`config.mk`:
```
export PLATFORM = sky130hd
export DESIGN_NAME = ptps_controller
export DESIGN_NICKNAME = d
export VERILOG_FILES = /design/src/hw/rtl/ptps_pkg.sv /design/src/hw/rtl/ptps_controller.sv
export SDC_FILE = /design/constraint.sdc
export NUM_CORES = 1
export LEC_CHECK = 0
export BUFFER_PORTS_ARGS = -buffer_cell sky130_fd_sc_hd__buf_2
export CORE_AREA = 4 4 41 43
export CTS_CLUSTER_SIZE = 14
export DETAILED_ROUTE_END_ITERATION = 8
export DIE_AREA = 0 0 45 47
export PLACE_DENSITY_LB_ADDON = 0.08
export SLEW_MARGIN = 20
export SYNTH_ARGS = -nofsm -noshare
export SYNTH_HDL_FRONTEND = slang
export SYNTH_SLANG_ARGS = --single-unit
```
`constraint.sdc`:
```
create_clock -name clock -period 3.5 [get_ports clock]
set_input_delay 0.35 -clock clock [delete_from_list [all_inputs] [get_ports clock]]
set_output_delay 0.35 -clock clock [all_outputs]
set_load 0.005 [all_outputs]
```
`src/hw/rtl/ptps_pkg.sv`:
```
`timescale 1ns / 1ps
package ptps_pkg;
   localparam int Capacity = 1024;
   localparam int AddrWidth = 10;
   localparam int CountWidth = 11;
   localparam int ValueWidth = 32;

   typedef enum logic [1:0] {
      CMD_LOAD  = 2'd0,
      CMD_BUILD = 2'd1,
      CMD_QUERY = 2'd2,
      CMD_NONE  = 2'd3
   } command_type;

   typedef struct packed {
      logic [1:0]         command;
      logic signed [31:0] operand_value;
   } req_payload_type;

   typedef struct packed {
      logic signed [31:0] predecessor_value;
      logic               found;
   } rsp_payload_type;

   // controller -> datapath
   typedef struct packed {
      logic load_write;    // append operand to sorted store
      logic build_start;   // seed range stack
      logic build_pop;     // pop range, read stack top
      logic build_emit;    // write layout node, push children
      logic build_finish;  // commit layout count, clear load count
      logic query_start;   // latch key, reset walk
      logic query_step;    // compare and descend
   } ctrl_type;

   // datapath -> controller
   typedef struct packed {
      logic stack_empty;
      logic out_full;
      logic walk_done;
   } status_type;

   localparam CSR_SPLIT_FRACTION = 1'b0;
endpackage

```
`src/hw/rtl/ptps_controller.sv`:
```
`timescale 1ns / 1ps
module ptps_controller (
   input  logic                   clock,
   input  logic                   reset,
   input  logic                   req_valid,
   output logic                   req_ready,
   input  logic [1:0]             command,
   output logic                   rsp_valid,
   input  logic                   rsp_ready,
   input  ptps_pkg::status_type   status,
   output ptps_pkg::ctrl_type     ctrl
);
   typedef enum logic [8:0] {
      ST_IDLE   = 9'b000000001,
      ST_BPOP   = 9'b000000010,
      ST_BPIV   = 9'b000000100,
      ST_BREAD  = 9'b000001000,
      ST_BEMIT  = 9'b000010000,
      ST_QCHK   = 9'b000100000,
      ST_QREAD  = 9'b001000000,
      ST_QSTEP  = 9'b010000000,
      ST_RESP   = 9'b100000000
   } state_type;

   state_type state_ff, state_in;
   logic rsp_valid_ff, rsp_valid_in;
   logic accept;

   assign req_ready = (state_ff == ST_IDLE) && !rsp_valid_ff;
   assign accept = req_valid && req_ready;
   assign rsp_valid = rsp_valid_ff;

   always_comb begin
      state_in = state_ff;
      rsp_valid_in = rsp_valid_ff && !rsp_ready;
      ctrl = '0;
      unique case (state_ff)
         ST_IDLE: begin
            if (accept) begin
               unique case (ptps_pkg::command_type'(command))
                  ptps_pkg::CMD_LOAD: ctrl.load_write = 1'b1;
                  ptps_pkg::CMD_BUILD: begin
                     ctrl.build_start = 1'b1; state_in = ST_BPOP;
                  end
                  ptps_pkg::CMD_QUERY: begin
                     ctrl.query_start = 1'b1; state_in = ST_QCHK;
                  end
                  default: ;
               endcase
            end
         end
         ST_BPOP: begin
            if (status.stack_empty || status.out_full) begin
               ctrl.build_finish = 1'b1; state_in = ST_IDLE;
            end else begin
               ctrl.build_pop = 1'b1; state_in = ST_BPIV;
            end
         end
         ST_BPIV: state_in = ST_BREAD;
         ST_BREAD: state_in = ST_BEMIT;
         ST_BEMIT: begin
            ctrl.build_emit = 1'b1; state_in = ST_BPOP;
         end
         ST_QCHK: state_in = status.walk_done ? ST_RESP : ST_QREAD;
         ST_QREAD: state_in = ST_QSTEP;
         ST_QSTEP: begin
            ctrl.query_step = 1'b1; state_in = ST_QCHK;
         end
         ST_RESP: begin
            rsp_valid_in = 1'b1; state_in = ST_IDLE;
         end
         default: state_in = ST_IDLE;
      endcase
   end

   always_ff @(posedge clock) begin
      if (reset) begin
         state_ff <= ST_IDLE; rsp_valid_ff <= 1'b0;
      end else begin
         state_ff <= state_in; rsp_valid_ff <= rsp_valid_in;
      end
   end
endmodule

```
==> results.toml <==
[outcome]
outcome = "complete, no violations"

[timing]
rsz_0062_raised_after_global_routing = "false"
clock_skew_ns = 0.00166
worst_slew_pin_slew_ns = 0.396
slew_headroom = 0.732
final_hold_viol_count = 0
final-setup-viol-count = 0
maximum_clock_frequency_ghz = 0.515
final.setup.tns_ns = 0
whs_ns = 0.327
timing.final.max_slew_violations = 0
finalCritPeriodShare = 0.554
final_period_minus_worst_setup_slack_ns = 1.94

[hold_path]
worst_hold_start = "reset"
hold_path_class = "in2reg"
min_to = "rsp_valid"
hold-path-cell-count = 2

[clock_network]
clock_tree.buffer_depth = 2
cts_hold_buf = 0
cts_repair_resize_count = 0
htree_levels = 1
cts_buffers = 3
clock_tree.root_cell = "sky130_fd_sc_hd__clkbuf_4"
cts_tree = "built"
clock_latency_reported_for_the_late_side_of_the_worst_skew_pair_ns = 0.26
post-cts-setup-buffers = 0
clk_pin_slew_worst_paths_ns = 0.06
clock-sinks = 10

[placed_design]
finalWeightedCongestion = 0.822
detailed_place_hpwl_um = 1030
port_buffers = 17

[synthesis]
yosysWarnings = 0
syn-cell-area_um2 = 604
synth_largest_type_area_fraction = 0.331
ys_seq_elements = 10
number_of_nets_produced_by_synthesis = 74
synth_top_cell_by_area = "sky130_fd_sc_hd__dfxtp_1"
yosysSeqAreaShare = 0.331
yosys-top-cells-area = "sky130_fd_sc_hd__dfxtp_1, sky130_fd_sc_hd__nand3b_1, sky130_fd_sc_hd__nor3_1"
synth_cells = 65
mean_area_per_synthesized_cell_um2 = 9.30
yosysUniqueCellTypes = 29

[floorplanning]
initial_core_util = 0.464
dieArea_mm2 = 0.00212
dieWidth_um = 45
area_of_the_placeable_core_mm2 = 0.00130
dieHeight_um = 47
ioPinCount = 18
std_cell_rows = 13

[global_route]
initial_antenna_violation_count = 0
grt_overflow = 0
grt_max_degree = 9
grt_first_pass_wirelength_um = 2150
via_count_of_the_first_global_routing_pass = 494
grtUsageTotal = 0.148

[worst_setup_path]
cp_num_buf_inv = 1
setup.worst_path.start_class = "flop"
critical_path_peak_fanout = 5
cpMaxStageDelayCell = "sky130_fd_sc_hd__nor4_4"
reg2reg_setup_slack_ns = 2.15
rr_startpoint = "state_ff[1]"
timing.critical_path.slowest_cell_delay_ns = 0.37
critical_path.reg2reg.endpoint = "state_ff[0]"
worst-endpoint-required_ns = 3.15
cp.arrival_ns = 1.59
list_of_cells_traversed_by_the_critical_path = "nor4_4 > nand3_2 > nor4b_2 > buf_2"
worst_r2r_path_depth = 4
cp_top_family = "simple AND/OR/NAND/NOR gates"
endpoint_kind = "primary output"
worst-setup-path-type = "reg2out"

[cells_and_area]
ant_diodes = 0
post_route_cells_drive_above_1_share = 0.357
fin_nets = 95
flow.area_growth_from_synthesis_pct = 19.7

[power_and_ir_drop]
cellPowerDensity_mw_per_mm2 = 424
power_switching_share = 0.317
leakagePower_nw = 0.318
power.combinational.fraction = 0.321
clkPwrFrac = 0.256
intPower_mw = 0.209
share_seq_of_total_power = 0.423
net-switching-power_mw = 0.0972
vdd_drop_max_mv = 0.258

[detailed_routing]
route.detailed.wl_per_inst_um = 13.2
via_count = 541
wl_met1_um = 604
drc_errors = 0
route.top_layer_used = "met4"
met3RoutedLength_um = 120
drt_pre_antenna_iters = 4
drt_first_iter_violations = 8
antenna_violating_nets_post_route = 0
viasPerCell = 5.46
met2WireLength_um = 566
final_wirelength_um = 1310

[flow_run]
max-cap-violations = 0
synth_stat cells (all sizes together):
master / instances
dfxtp: 10
nor3: 8
nor2: 7
nand3b: 5
nor4b: 5
nand2b: 4
a21oi: 3
and3: 3
nand3: 3
nor4: 3
a211oi: 2
a21o: 2
nand2: 2
xor2: 2
and2: 1
buf: 1
inv: 1
nand4b: 1
o21a: 1
o22ai: 1
routing by layer:
metal  GRT usage  up-vias
met1       0.187      233
met4      0.0877        0
met3      0.0460        2
li1            -      284
met2       0.220       22
met5           0        -
cells by family after synthesis:
family / after synthesis / synth area share
and+or+nand+nor: 42 / 0.516
DFF: 10 / 0.331
AOI/OAI and AO/OA: 9 / 0.106
xor gates and xnor gates: 2 / 0.0290
buffers and inverters: 2 / 0.0186
final cells by class:
cell class | count | area [um2]
clock buffers | 3 | 22.5
fillers | 126 | 578
inverters | 1 | 3.75
multi-input cells | 53 | 393
flip-flops and latches | 10 | 200
well taps | 15 | 18.8
repair buffers | 17 | 85.1
per-stage QoR:
step	power (mW)	cell area, um2	utilization	setup WS, ns	std cells
after global placement	0.231	701	0.538	1.87	96
after CTS	0.310	723	0.556	1.54	99
after detailed placement	0.231	701	0.538	1.83	96
final	0.307	723	0.556	1.56	99
after global routing	0.325	723	0.556	1.40	99
after floorplan	0.205	604	-	1.99	65
power groups by stage:
stage	registers [mW]	logic [mW]	clock network [mW]
after floorplan	0.129	0.0758	0
after global placement	0.132	0.0992	0
after detailed placement	0.132	0.0992	0
after CTS	0.130	0.0995	0.0810
after global routing	0.131	0.109	0.0852
final	0.130	0.0986	0.0784
how the worst max path moves through the flow:
stage                     slack [ns]   startpoint  depth (start not counted)       to
after floorplan                 1.99  state_ff[5]                          4  ctrl[6]
after global placement          1.87  state_ff[7]                          4  ctrl[5]
after detailed placement        1.83  state_ff[7]                          4  ctrl[5]
after CTS                       1.54  state_ff[7]                          4  ctrl[5]
after global routing            1.40  state_ff[7]                          4  ctrl[6]
final                           1.56  state_ff[7]                          4  ctrl[5]
registers in the layout (all words and copies together) (netlist names):
name	flops
rsp_valid	1
state_ff	9
cell usage in the layout (no fill, tap or decap), drive strengths merged:
master  synthesis  layout
xor2            2       2
clkbuf          0       3
nand2b          4       4
buf             1      17
a21oi           3       3
inv             1       1
nor2            7       7
nor4b           5       5
dfxtp          10      10
nand3           3       3
nor4            3       3
a211oi          2       2
nand3b          5       5
nor3            8       8
o22ai           1       1
and2            1       1
o21a            1       1
nand2           2       2
and3            3       3
a21o            2       2
nand4b          1       1
(Power assumes the default switching activity.)
